[src/sv/ipph_pkg.sv]
package ipph_pkg;

  localparam int unsigned DURATION_BITS_DEF = 16;
  localparam int unsigned COUNT_BITS        = 8;
  localparam int unsigned HASH_BITS         = 32;
  localparam int unsigned QUEUE_DEPTH       = 2;

  localparam logic [COUNT_BITS-1:0] COUNT_MAX         = 8'd255;
  localparam logic [COUNT_BITS-1:0] FIRST_HASHED_POS  = 8'd3;
  localparam logic [COUNT_BITS-1:0] MIN_SAMPLES_RESET = 8'd6;

  localparam logic [HASH_BITS-1:0] FNV1_PRIME = 32'd16777619;
  localparam logic [HASH_BITS-1:0] FNV1_BASIS = 32'd2166136261;

  typedef enum logic [1:0] {
    SYM_SHORTER = 2'd0,
    SYM_EQUAL   = 2'd1,
    SYM_LONGER  = 2'd2
  } sym_t;

  // one classified item handed from front to back
  typedef struct packed {
    sym_t sym;
    logic do_hash;
    logic last;
    logic ok;
  } rec_t;

endpackage

[src/sv/ipph_front.sv]
module ipph_front #(
  parameter int unsigned DURATION_BITS = ipph_pkg::DURATION_BITS_DEF
) (
  input  logic                                clk,
  input  logic                                rst_n,
  input  logic                                take,
  input  logic [DURATION_BITS-1:0]            duration,
  input  logic                                last,
  input  logic [ipph_pkg::COUNT_BITS-1:0]     min_samples,
  output ipph_pkg::rec_t                      rec
);

  localparam int unsigned PW = DURATION_BITS + 3;

  logic [DURATION_BITS-1:0]        prev_one_r, prev_two_r;
  logic [ipph_pkg::COUNT_BITS-1:0] count_r, count_nxt;
  logic [PW-1:0]                   new5, old5, new4, old4;

  // 5*new vs 4*old, exact integer form of the 20% window
  assign new4 = PW'(duration) << 2;
  assign old4 = PW'(prev_two_r) << 2;
  assign new5 = new4 + PW'(duration);
  assign old5 = old4 + PW'(prev_two_r);

  assign count_nxt = (count_r == ipph_pkg::COUNT_MAX) ? ipph_pkg::COUNT_MAX
                                                      : count_r + 1'b1;

  always_comb begin
    if (new5 < old4) begin
      rec.sym = ipph_pkg::SYM_SHORTER;
    end else if (old5 < new4) begin
      rec.sym = ipph_pkg::SYM_LONGER;
    end else begin
      rec.sym = ipph_pkg::SYM_EQUAL;
    end
    rec.do_hash = (count_r >= ipph_pkg::FIRST_HASHED_POS);
    rec.last    = last;
    rec.ok      = (count_nxt >= min_samples);
  end

  always_ff @(posedge clk) begin
    if (!rst_n) begin
      prev_one_r <= '0;
      prev_two_r <= '0;
      count_r    <= '0;
    end else if (take) begin
      if (last) begin
        prev_one_r <= '0;
        prev_two_r <= '0;
        count_r    <= '0;
      end else begin
        prev_one_r <= duration;
        prev_two_r <= prev_one_r;
        count_r    <= count_nxt;
      end
    end
  end

endmodule

[src/sv/ipph_queue.sv]
module ipph_queue (
  input  logic           clk,
  input  logic           rst_n,
  input  logic           push,
  input  ipph_pkg::rec_t push_rec,
  output logic           full,
  input  logic           pop,
  output logic           empty,
  output ipph_pkg::rec_t pop_rec
);

  localparam int unsigned PTR_BITS = (ipph_pkg::QUEUE_DEPTH > 1)
                                   ? $clog2(ipph_pkg::QUEUE_DEPTH) : 1;
  localparam int unsigned CNT_BITS = $clog2(ipph_pkg::QUEUE_DEPTH + 1);

  ipph_pkg::rec_t       slot_r [ipph_pkg::QUEUE_DEPTH];
  logic [PTR_BITS-1:0]  wr_ptr_r, rd_ptr_r;
  logic [CNT_BITS-1:0]  fill_r;

  assign full    = (fill_r == CNT_BITS'(ipph_pkg::QUEUE_DEPTH));
  assign empty   = (fill_r == '0);
  assign pop_rec = slot_r[rd_ptr_r];

  function automatic logic [PTR_BITS-1:0] ptr_inc(input logic [PTR_BITS-1:0] p);
    if (p == PTR_BITS'(ipph_pkg::QUEUE_DEPTH - 1)) begin
      return '0;
    end
    return p + 1'b1;
  endfunction

  always_ff @(posedge clk) begin
    if (push) begin
      slot_r[wr_ptr_r] <= push_rec;
    end
    if (!rst_n) begin
      wr_ptr_r <= '0;
      rd_ptr_r <= '0;
      fill_r   <= '0;
    end else begin
      if (push) begin
        wr_ptr_r <= ptr_inc(wr_ptr_r);
      end
      if (pop) begin
        rd_ptr_r <= ptr_inc(rd_ptr_r);
      end
      if (push && !pop) begin
        fill_r <= fill_r + 1'b1;
      end else if (pop && !push) begin
        fill_r <= fill_r - 1'b1;
      end
    end
  end

endmodule

[src/sv/ipph_back.sv]
module ipph_back (
  input  logic                               clk,
  input  logic                               rst_n,
  input  logic                               rec_avail,
  input  ipph_pkg::rec_t                     rec,
  output logic                               rec_pop,
  output logic                               res_valid,
  input  logic                               res_ready,
  output logic [ipph_pkg::HASH_BITS-1:0]     res_hash,
  output logic                               res_ok
);

  logic [ipph_pkg::HASH_BITS-1:0] running_r, mix, hash_use;
  logic                           res_valid_r, res_valid_nxt, res_ok_r;
  logic [ipph_pkg::HASH_BITS-1:0] res_hash_r;

  assign rec_pop  = rec_avail && (!res_valid_r || res_ready);
  // fnv-1 step: multiply mod 2^32, then xor the symbol
  assign mix      = (running_r * ipph_pkg::FNV1_PRIME)
                  ^ ipph_pkg::HASH_BITS'(rec.sym);
  assign hash_use = rec.do_hash ? mix : running_r;

  assign res_valid = res_valid_r;
  assign res_hash  = res_hash_r;
  assign res_ok    = res_ok_r;

  // result drops when taken, a last item loads a new one
  always_comb begin
    res_valid_nxt = res_valid_r && !res_ready;
    if (rec_pop && rec.last) begin
      res_valid_nxt = 1'b1;
    end
  end

  always_ff @(posedge clk) begin
    if (!rst_n) begin
      running_r   <= ipph_pkg::FNV1_BASIS;
      res_valid_r <= 1'b0;
      res_ok_r    <= 1'b0;
      res_hash_r  <= '0;
    end else begin
      res_valid_r <= res_valid_nxt;
      if (rec_pop) begin
        if (rec.last) begin
          running_r   <= ipph_pkg::FNV1_BASIS;
          res_ok_r    <= rec.ok;
          res_hash_r  <= rec.ok ? hash_use : '0;
        end else begin
          running_r <= hash_use;
        end
      end
    end
  end

endmodule

[src/sv/ir_pulse_pattern_hash.sv]
// an item's result reaches out_* through a queue slot, then the output register, and is
//   held back while out_tready is low
// throughput: one item per cycle while the queue has room, set by the combinational fnv multiply in the back end
// reset: synchronous active-low rst_n clears the burst state, empties the queue,
//   drops any pending result and sets min_samples to 6
module ir_pulse_pattern_hash #(
  parameter int unsigned DURATION_BITS = ipph_pkg::DURATION_BITS_DEF
) (
  input  logic                                    clk,
  input  logic                                    rst_n,
  // input stream of pulse durations
  input  logic                                    in_tvalid,
  output logic                                    in_tready,
  input  logic [((DURATION_BITS + 7) / 8) * 8-1:0] in_tdata,  // duration, zero pad
  input  logic                                    in_tlast,  // last duration of burst
  // result stream, one item per burst
  output logic                                    out_tvalid,
  input  logic                                    out_tready,
  output logic [ipph_pkg::HASH_BITS-1:0]          out_tdata, // hash
  output logic                                    out_tuser, // valid_res
  // min_samples write channel
  input  logic                                    cfg_valid,
  output logic                                    cfg_ready,
  input  logic [ipph_pkg::COUNT_BITS-1:0]         cfg_data   // min_samples
);

  logic [ipph_pkg::COUNT_BITS-1:0] min_samples_r;
  logic                            q_full, q_empty, q_pop, in_take;
  ipph_pkg::rec_t                  front_rec, q_rec;

  // register writes always accepted; do them only while idle, the block does not enforce this
  assign cfg_ready = 1'b1;

  always_ff @(posedge clk) begin
    if (!rst_n) begin
      min_samples_r <= ipph_pkg::MIN_SAMPLES_RESET;
    end else if (cfg_valid) begin
      min_samples_r <= cfg_data;
    end
  end

  // front end takes an item whenever the queue has room
  assign in_tready = !q_full;
  assign in_take   = in_tvalid && in_tready;

  // front: tracks the two previous durations and the count, classifies each item
  ipph_front #(
    .DURATION_BITS(DURATION_BITS)
  ) u_front (
    .clk         (clk),
    .rst_n       (rst_n),
    .take        (in_take),
    .duration    (in_tdata[DURATION_BITS-1:0]),
    .last        (in_tlast),
    .min_samples (min_samples_r),
    .rec         (front_rec)
  );

  // short queue decouples front from back
  ipph_queue u_queue (
    .clk      (clk),
    .rst_n    (rst_n),
    .push     (in_take),
    .push_rec (front_rec),
    .full     (q_full),
    .pop      (q_pop),
    .empty    (q_empty),
    .pop_rec  (q_rec)
  );

  // back: folds symbols into the running hash and holds the result
  ipph_back u_back (
    .clk       (clk),
    .rst_n     (rst_n),
    .rec_avail (!q_empty),
    .rec       (q_rec),
    .rec_pop   (q_pop),
    .res_valid (out_tvalid),
    .res_ready (out_tready),
    .res_hash  (out_tdata),
    .res_ok    (out_tuser)
  );

endmodule
[config.mk]
export PLATFORM = sky130hd
export DESIGN_NAME = ir_pulse_pattern_hash
export DESIGN_NICKNAME = d
export VERILOG_FILES = /design/src/sv/ipph_pkg.sv /design/src/sv/ipph_front.sv /design/src/sv/ipph_queue.sv /design/src/sv/ipph_back.sv /design/src/sv/ir_pulse_pattern_hash.sv
export SDC_FILE = /design/constraint.sdc
export NUM_CORES = 1
export LEC_CHECK = 0
export BUFFER_PORTS_ARGS = -buffer_cell sky130_fd_sc_hd__buf_4
export CAP_MARGIN = 0
export CORE_ASPECT_RATIO = 1.5
export CORE_MARGIN = 4
export CORE_UTILIZATION = 26
export DETAILED_ROUTE_END_ITERATION = 8
export PLACE_DENSITY = 0.38
export REMOVE_ABC_BUFFERS = 1
export SYNTH_ARGS = -nofsm -noshare
export SYNTH_HDL_FRONTEND = slang
export SYNTH_SLANG_ARGS = --single-unit
[constraint.sdc]
create_clock -name clk -period 13.54 [get_ports clk]
set_input_delay 1.354 -clock clk [delete_from_list [all_inputs] [get_ports clk]]
set_output_delay 1.354 -clock clk [all_outputs]
set_load 0.02 [all_outputs]
==> results of run 1 <==
==> registers in the layout, indices dropped and copies added, names as in the netlist, 2 cells and up, named ones only <==
signal / flops
u_back.res_hash: 32
u_back.running_r: 32
u_front.prev_one_r: 16
u_front.prev_two_r: 16
u_queue.slot_r: 10
min_samples_r: 8
u_front.count_r: 8
u_queue.fill_r: 2
==> per-stage QoR <==
stage                     util [%]  setup WS [ps]  instance area (µm²)  std cells  hold WS (ps)
final                         29.9           7590                14300       2042           452
after global routing          29.9           7310                14300       2042           481
after CTS                     29.9           7520                14300       2042           458
after detailed placement      28.7           7540                13700       2010           442
after global placement        28.7           7620                13700       2010           438
after floorplan                  -           8230                12400       1342           461
==> kinds of logic after synthesis <==
family | count (synthesis) | share of synthesized area (%)
AO/OA/AOI/OAI | 279 | 14.7
flip-flops | 129 | 21.4
AND/OR/NAND/NOR | 306 | 12.5
other | 1 | 0.0299
adder cells (fa/ha/maj) | 330 | 37.4
buffers and inverters | 245 | 7.39
XOR/XNOR | 73 | 5.09
multiplexers | 19 | 1.53
==> layout by cell type, fill, tap and decap left out, types with 21 or more instances in the layout <==
master	synthesis	layout
ha_1	254	254
inv_1	205	205
dfxtp_1	119	119
nand2_1	88	87
a21oi_1	78	78
fa_1	76	76
nor2b_1	71	70
buf_4	2	68
o21ai_0	60	60
xnor2_1	50	50
nor2_1	37	37
a21o_1	30	30
nor3_1	30	30
xor2_1	23	23
nand3_1	21	21
==> final cells by class <==
class / instances / area, µm² / share of cell area (%)
Sequential cell: 129 / 2680 / 18.8
Tap cell: 600 / 751 / 5.26
Clock buffer: 18 / 439 / 3.08
Inverter: 205 / 769 / 5.40
Timing Repair Buffer: 68 / 510 / 3.58
Clock inverter: 14 / 144 / 1.01
Multi-Input combinational cell: 1008 / 8960 / 62.9
==> per-layer routing <==
metal	vias up	global-route usage (%)	wire [µm]
li1	4802	-	-
met1	4544	14.9	13900
met2	111	28.1	20000
met3	40	1.37	658
met4	0	5.54	1020
met5	-	0	0
==> worst max-delay path by stage <==
| stage | startpoint | end |
|---|---|---|
| finish | u_back.running_r[3]$_SDFFE_PN0P_ | u_back.res_hash[30]$_SDFFE_PN0P_ |
| global placement | u_back.running_r[3]$_SDFFE_PN0P_ | u_back.res_hash[30]$_SDFFE_PN0P_ |
| CTS | u_back.running_r[3]$_SDFFE_PN0P_ | u_back.res_hash[30]$_SDFFE_PN0P_ |
| global route | u_back.running_r[3]$_SDFFE_PN0P_ | u_back.res_hash[30]$_SDFFE_PN0P_ |
| detailed placement | u_back.running_r[3]$_SDFFE_PN0P_ | u_back.res_hash[30]$_SDFFE_PN0P_ |
| floorplan | u_back.running_r[3]$_SDFFE_PN0P_ | u_back.res_hash[30]$_SDFFE_PN0P_ |
==> worst max-delay path, cell delays in order (launching register included) <==
cell and delay [ps]:
dfxtp_1 500, ha_1 300, ha_1 330, fa_1 520
ha_1 220, fa_1 480, ha_1 290, inv_1 50
fa_1 530, inv_1 40, ha_1 340, a21oi_1 200
o211ai_1 160, a32o_1 250, a311o_1 400, a31oi_1 450
a21o_1 240, o21ai_2 70, xnor2_1 160, o21ai_1 80
a22o_1 200
==> results.yml, run 1 <==
outcome:
  outcome: "completed"
floorplan:
  die-area_um2: 51900
  num_rows: 98
  ios: 66
  die_w_um: 187
  start_util_pct: 26.3
  chipHeight_um: 277
  core_area_um2: 47700
synthesis:
  synthTopCellsByArea: "ha_1, dfxtp_1, fa_1"
  yosysMostFrequentCell: "ha_1"
  synthArstFlopShare_pct: 0
  synth_ff_type: "dfxtp_1"
  yosys_warnings: 0
  ys_seq_elements: 129
  synth_top_area_cell: "ha_1"
  synth.distinct_cells: 66
  avgSynthCellArea_um2: 9.08
  netlist.area_leader.share_pct: 25.3
  synth_area_um2: 12600
  synth_enable_flop_cells: 10
  yosys-top-cells-count: "ha_1, inv_1, dfxtp_1, nand2_1, a21oi_1"
  synth-seq-area-share_pct: 21.4
  synthCells: 1382
critical_path:
  end_kind: "register"
  cp_max_fo: 7
  worstReg2RegEnd: "u_back.res_hash[30]$_SDFFE_PN0P_"
  startpoint_type: "register"
  r2r_start: "u_back.running_r[3]$_SDFFE_PN0P_"
  cp_data_arrival_time_ps: 6290
  worstSetupPathType: "reg -> reg"
  reg2reg_depth: 20
  required_ps: 13880
  r2r_slack_ps: 7590
route:
  vias: 9497
  drtPass1Iterations: 4
  first_iter_violations: 265
  wl_um: 35600
  drtAntennaViolNets: 0
  routed_via_density: 4.65
  avgRoutedWirePerCell_um: 17.4
  drc: 0
finish:
  antennaDiodeCount: 0
  area_growth_pct: 13.6
  layout.nets: 1789
  drive_gt1_share_pct: 8.53
  fillers: 5086
clocking:
  root_buffer: "clkbuf_16"
  cts-htree-levels: 4
  worst_skew_pair.late_latency_ps: 440
  cts_hold_buf: 0
  numCtsBuffers: 17
  post_cts_resized: 0
  cts_tree: "done"
  clock_sink_count: 129
  clockBufferDepth: 2
  path_clk_slew_ps: 70
  postCtsSetupBuffers: 0
global_route:
  track_usage_pct: 14.1
  antenna_found_initial: 0
  grt_overflow: 0
  grt_pass1_wl_um: 56700
  grt_max_degree: 77
  grt_pass1_vias: 10200
worst_hold_path:
  worstHoldEndpoint: "u_back.res_ok$_SDFFE_PN0P_"
  hold_path_class: "reg -> reg"
  min_from: "u_back.res_ok$_SDFFE_PN0P_"
  hold_depth: 2
timing:
  fin_tns_setup_ps: 0
  worstMarginPinSlew_ps: 1110
  relSlewSlack_pct: 26.1
  hold_viol_final: 0
  min_period_ps: 5950
  fin_crit_sh_pct: 44.0
  final.setup_skew_ps: 9.69
  grt_setup_unrepaired: "no"
  fmax_mhz: 168
  final-setup-viol-count: 0
  finalMaxSlewViolations: 0
place:
  routabilityCongestion: 0.784
  io_buffers: 64
  hpwl_um: 28400
run:
  maxCapViolCount: 0
Power of run 1 is left out: the tool's default activity adds up to more than one toggle a clock period on the data nets, which glitch-free logic cannot reach.
==> run 2: changes to the inputs <==
Clock period 13.54 ns to 5.5 ns, I/O delays scaled along.
==> run 2 against run 1 <==
Compared with the run above: sequential share of layout area decreased by 0.85 points; worst setup slack lost 7400 ps; count of clock-buffer cells in the layout did not move; largest cell class unchanged.
==> results.yml, run 2 (same netlist as run 1, synthesis figures left out) <==
outcome:
  outcome: "completed"
clocking:
  numCtsBuffers: 17
  cts_tree: "done"
  path_clk_slew_ps: 70
  clock_sink_count: 129
  root_buffer: "clkbuf_16"
  cts-htree-levels: 4
  cts_hold_buf: 0
  worst_skew_pair.late_latency_ps: 450
  clockBufferDepth: 2
timing:
  worstMarginPinSlew_ps: 917
  fin_tns_setup_ps: 0
  hold_viol_final: 0
  final.setup_skew_ps: 12.4
  fin_ws_ps: 230
  final-setup-viol-count: 0
  fin_crit_sh_pct: 95.8
  finalMaxSlewViolations: 0
  fmax_mhz: 190
  relSlewSlack_pct: 38.7
  min_period_ps: 5270
critical_path:
  crit_path_cell_trace: "buf_4, ha_4, ha_4, fa_1, ha_2, fa_1, ha_1, inv_1, fa_1, inv_1, ha_4, nor3_4, o211ai_1, a32o_1, a311o_1, a31oi_1, buf_4, buf_4, xor2_1, nor2_1, a21oi_2, o21ai_0, and2_1"
  required_ps: 5840
  startpoint_type: "register"
  critPathTopFamily: "adder cells"
  cp_data_arrival_time_ps: 5610
  cp_slowest_cell: "fa_1"
  end_kind: "register"
  max_stage_delay_ps: 520
  worstSetupPathType: "reg -> reg"
  critPathBufInv: 5
  cp_max_fo: 4
run:
  maxCapViolCount: 0
route:
  first_iter_violations: 291
  wl_um: 37300
  avgRoutedWirePerCell_um: 17.7
  drc: 0
  drtAntennaViolNets: 0
  routed_via_density: 4.64
  vias: 9755
  drtPass1Iterations: 4
floorplan:
  chipHeight_um: 277
  die_w_um: 187
  ios: 66
  die-area_um2: 51900
  start_util_pct: 26.3
  num_rows: 98
  core_area_um2: 47700
global_route:
  grt_overflow: 0
  gr-usage-met2_pct: 30.0
  grt_pass1_wl_um: 58700
  grt.met1_usage_pct: 15.4
  grt_pass1_vias: 10400
  grt_busiest_layer: "met2"
  track_usage_pct: 14.6
  antenna_found_initial: 0
  grtUsageMet3_pct: 1.58
  grt_max_degree: 76
place:
  dp_slack_ps: -62.5
  dp.cells: 2070
  routabilityCongestion: 0.826
  io_buffers: 64
  hpwl_um: 30100
finish:
  multi_input_area_um2: 9240
  fillers: 5035
  layout.nets: 1850
  final_common_cell: "ha_1"
  area_growth_pct: 19.7
  drive_gt1_share_pct: 15.1
  final_cells: 2103
  layout.area.seq_um2: 2700
  antennaDiodeCount: 0
  final_cell_mix: "ha_1, inv_1, buf_4"
  final_core_util_pct: 31.5
worst_hold_path:
  hold_path_class: "in -> reg"
run 2: routing by layer:
layer  vias up  part of all wire, %
li1       4922                    -
met5         -                    0
met3        40                  1.6
met2        99                   57
met1      4694                   39
met4         0                  2.2
run 2: final timing paths:
| kind | from | end | slack, ps | cells past startpoint |
|---|---|---|---|---|
| worst min register to register | u_back.res_ok$_SDFFE_PN0P_ | u_back.res_ok$_SDFFE_PN0P_ | 450 | 2 |
| worst min-delay path | cfg_data[2] | min_samples_r[2]$_SDFFE_PN1P_ | 330 | 3 |
| worst max register to register | u_back.running_r[3]$_SDFFE_PN0P_ | u_back.running_r[26]$_SDFFE_PN0P_ | 230 | 23 |
| worst max-delay path | u_back.running_r[3]$_SDFFE_PN0P_ | u_back.running_r[26]$_SDFFE_PN0P_ | 230 | 23 |
run 2: tightest hold or removal path, delay by kind of cell:
kind	cells	cell delay [ps]
buffers and inverters	1	80
AOI/OAI and AO/OA	1	60
and+or+nand+nor	1	40
run 2: layout make-up:
cell class,count,share of cell area (%)
timing repair buffer,129,6.53
sequential,129,18.0
clock inverter,14,0.883
multi-input combinational,1008,61.5
inverter,205,5.12
clock buffer,18,3.00
tap,600,5.00
run 2: repair_timing:
item,in CTS,in global routing
gates resized for setup,4,50
pin swaps,2,18
setup buffers,0,1
gates cloned,0,0
endpoints found under the hold margin,0,0
setup endpoints to repair,8,19
run 2: through the flow:
stage               area [µm²]  hold WS (ps)
detailed placement       14100           444
global placement         14100           437
CTS                      14800           300
global route             15000           310
floorplan                12400           461
finish                   15000           327
Power of run 2 is left out for the same reason.
==> run 3: changes to the inputs <==
Settings changed: ABC_AREA from default to 1, SYNTH_HIERARCHICAL from default to 1.
==> run 3 against run 2 <==
Compared with the run above: worst setup slack better by 100 ps; largest cell class unchanged; die area rose by 11%; synthesized cell count grew 37%; critical path depth is 3 higher; global-route usage increased by 2.3 points; routed wire length up 29%; via count up 25%; clock skew is 6.8 ps higher; final area rose by 8.1%.
==> results.yml, run 3 <==
outcome:
  outcome: "completed"
timing:
  fin_tns_setup_ps: 0
  final.setup_skew_ps: 19.2
  hold_viol_final: 0
  fmax_mhz: 194
  fin_crit_sh_pct: 93.9
  grt_setup_unrepaired: "no"
  final-setup-viol-count: 0
  finalMaxSlewViolations: 0
  min_period_ps: 5170
  relSlewSlack_pct: 21.1
  worstMarginPinSlew_ps: 1180
place:
  io_buffers: 64
  hpwl_um: 39900
  routabilityCongestion: 0.846
global_route:
  grt_overflow: 0
  grt_pass1_vias: 12700
  track_usage_pct: 16.9
  grt_pass1_wl_um: 73700
  antenna_found_initial: 0
  grt_max_degree: 59
floorplan:
  die_w_um: 198
  start_util_pct: 26.2
  num_rows: 104
  ios: 66
  die-area_um2: 57800
  chipHeight_um: 293
  core_area_um2: 53600
critical_path:
  worstSetupPathType: "reg -> reg"
  worstSetupPathDepth: 26
  reg2reg_depth: 26
  critPathBufInv: 7
  required_ps: 5840
  critPathTopFamily: "adder cells"
  r2r_start: "u_back/running_r[22]$_SDFFE_PN0P_"
  cp_slowest_cell: "dfxtp_1"
  cp_max_fo: 7
  crit_start: "u_back/running_r[22]$_SDFFE_PN0P_"
  max_stage_delay_ps: 620
  startpoint_type: "register"
  r2r_slack_ps: 330
  worstReg2RegEnd: "u_back/running_r[31]$_SDFFE_PN1P_"
  cp_common_cell: "inv_1"
  crit_end: "u_back/running_r[31]$_SDFFE_PN1P_"
  cp_data_arrival_time_ps: 5500
  end_kind: "register"
synthesis:
  synth_ff_type: "dfxtp_1"
  yosys_warnings: 6
  yosys-top-cells-count: "nand2_1, inv_1, ha_1, a21oi_1, dfxtp_1"
  synth.distinct_cells: 54
  ys_seq_elements: 129
  synthTopCellsByArea: "ha_1, dfxtp_1, nand2_1"
  synth_enable_flop_cells: 10
  synthArstFlopShare_pct: 0
  avgSynthCellArea_um2: 7.40
  synth_top_area_cell: "ha_1"
  synth-seq-area-share_pct: 19.1
  synth_area_um2: 14000
  yosysMostFrequentCell: "nand2_1"
  synthCells: 1898
  netlist.area_leader.share_pct: 22.6
clocking:
  root_buffer: "clkbuf_16"
  clock_sink_count: 129
  postCtsSetupBuffers: 0
  cts-htree-levels: 4
  path_clk_slew_ps: 60
  clockBufferDepth: 2
  worst_skew_pair.late_latency_ps: 460
  post_cts_resized: 0
  cts_tree: "done"
  numCtsBuffers: 17
  cts_hold_buf: 0
finish:
  layout.nets: 2365
  drive_gt1_share_pct: 13.0
  fillers: 5961
  antennaDiodeCount: 0
  final_common_cell: "nand2_1"
  area_growth_pct: 15.7
  final_cell_mix: "nand2_1, inv_1, ha_1"
route:
  drtAntennaViolNets: 0
  first_iter_violations: 515
  routed_via_density: 4.51
  avgRoutedWirePerCell_um: 17.8
  wl_um: 48200
  vias: 12200
  drc: 0
  drtPass1Iterations: 5
worst_hold_path:
  hold_path_class: "in -> reg"
run:
  maxCapViolCount: 0
[run 3: cell count changes in the layout (fill, tap and decap cells not counted), sizes merged, moves of 51 or more]
| cell | previous run | this run |
|---|---|---|
| nand2 | 88 | 493 |
| nand3 | 21 | 119 |
| nor2b | 71 | 0 |
| inv | 216 | 368 |
| a21oi | 81 | 132 |
| nor2 | 37 | 99 |
[run 3: layout make-up]
| cell class | count | area [µm²] | share of cell area [%] |
|---|---|---|---|
| Clock inverter | 12 | 136 | 0.840 |
| Tap cell | 689 | 862 | 5.31 |
| Timing Repair Buffer | 125 | 938 | 5.78 |
| Clock buffer | 19 | 433 | 2.67 |
| Inverter | 366 | 1370 | 8.46 |
| Multi-Input combinational cell | 1366 | 9810 | 60.4 |
| Sequential cell | 129 | 2690 | 16.5 |
[run 3: worst reg2reg max path: stages (launching register included)]
cell and delay, ps:
dfxtp_1 620, ha_1 330, ha_1 270, inv_1 50, fa_1 470, inv_1 80, ha_1 170, inv_1 60
fa_1 530, inv_1 60, fa_1 480, inv_1 60, fa_1 540, inv_1 50, ha_1 340, nand2_1 100
inv_1 40, nand2_1 60, nand2_1 50, nor2_1 110, nand2_1 70, a21oi_1 140, nand2_2 100, nand3_2 90
nand3_2 80, nand3_1 90, nand2_1 50
[run 3: cells by family after synthesis]
logic type	synth area share, %
AO/OA/AOI/OAI	8.99
XOR/XNOR	2.87
adder cells (fa/ha/maj)	33.5
buffers and inverters	11.0
flip-flops	19.1
multiplexers	0.401
other	0.0267
AND/OR/NAND/NOR	24.1
[run 3: layer usage]
layer / up-vias / GRT usage (%) / routed length (µm)
met5: - / 0 / 0
met4: 0 / 6.18 / 1860
met3: 63 / 2.35 / 1190
met2: 176 / 34.1 / 27500
met1: 5732 / 17.1 / 17600
li1: 6232 / - / -
[run 3: how the worst min path moves through the flow]
stage / from / to / cells past startpoint
2_1_floorplan: min_samples_r[1]$_SDFFE_PN1P_ / min_samples_r[1]$_SDFFE_PN1P_ / 2
3_3_place_gp: u_back/res_hash[28]$_SDFFE_PN0P_ / u_back/res_hash[28]$_SDFFE_PN0P_ / 2
3_5_place_dp: u_back/res_hash[23]$_SDFFE_PN0P_ / u_back/res_hash[23]$_SDFFE_PN0P_ / 2
4_1_cts: cfg_data[1] / min_samples_r[1]$_SDFFE_PN1P_ / 3
5_1_grt: in_tlast / u_queue/slot_r[0][1]$_DFFE_PP_ / 1
6_report: cfg_data[1] / min_samples_r[1]$_SDFFE_PN1P_ / 3
[run 3: metrics by stage]
step	hold WS, ps	cell area [µm²]	worst slack [ps]	util [%]	instances
2_1_floorplan	428	13900	903	-	1861
3_3_place_gp	441	15700	22.2	29.2	2675
3_5_place_dp	442	15700	98.1	29.2	2675
4_1_cts	285	16200	53.9	30.3	2706
5_1_grt	310	16200	7.19	30.3	2706
6_report	313	16200	334	30.3	2706
Power of run 3 is left out for the same reason.
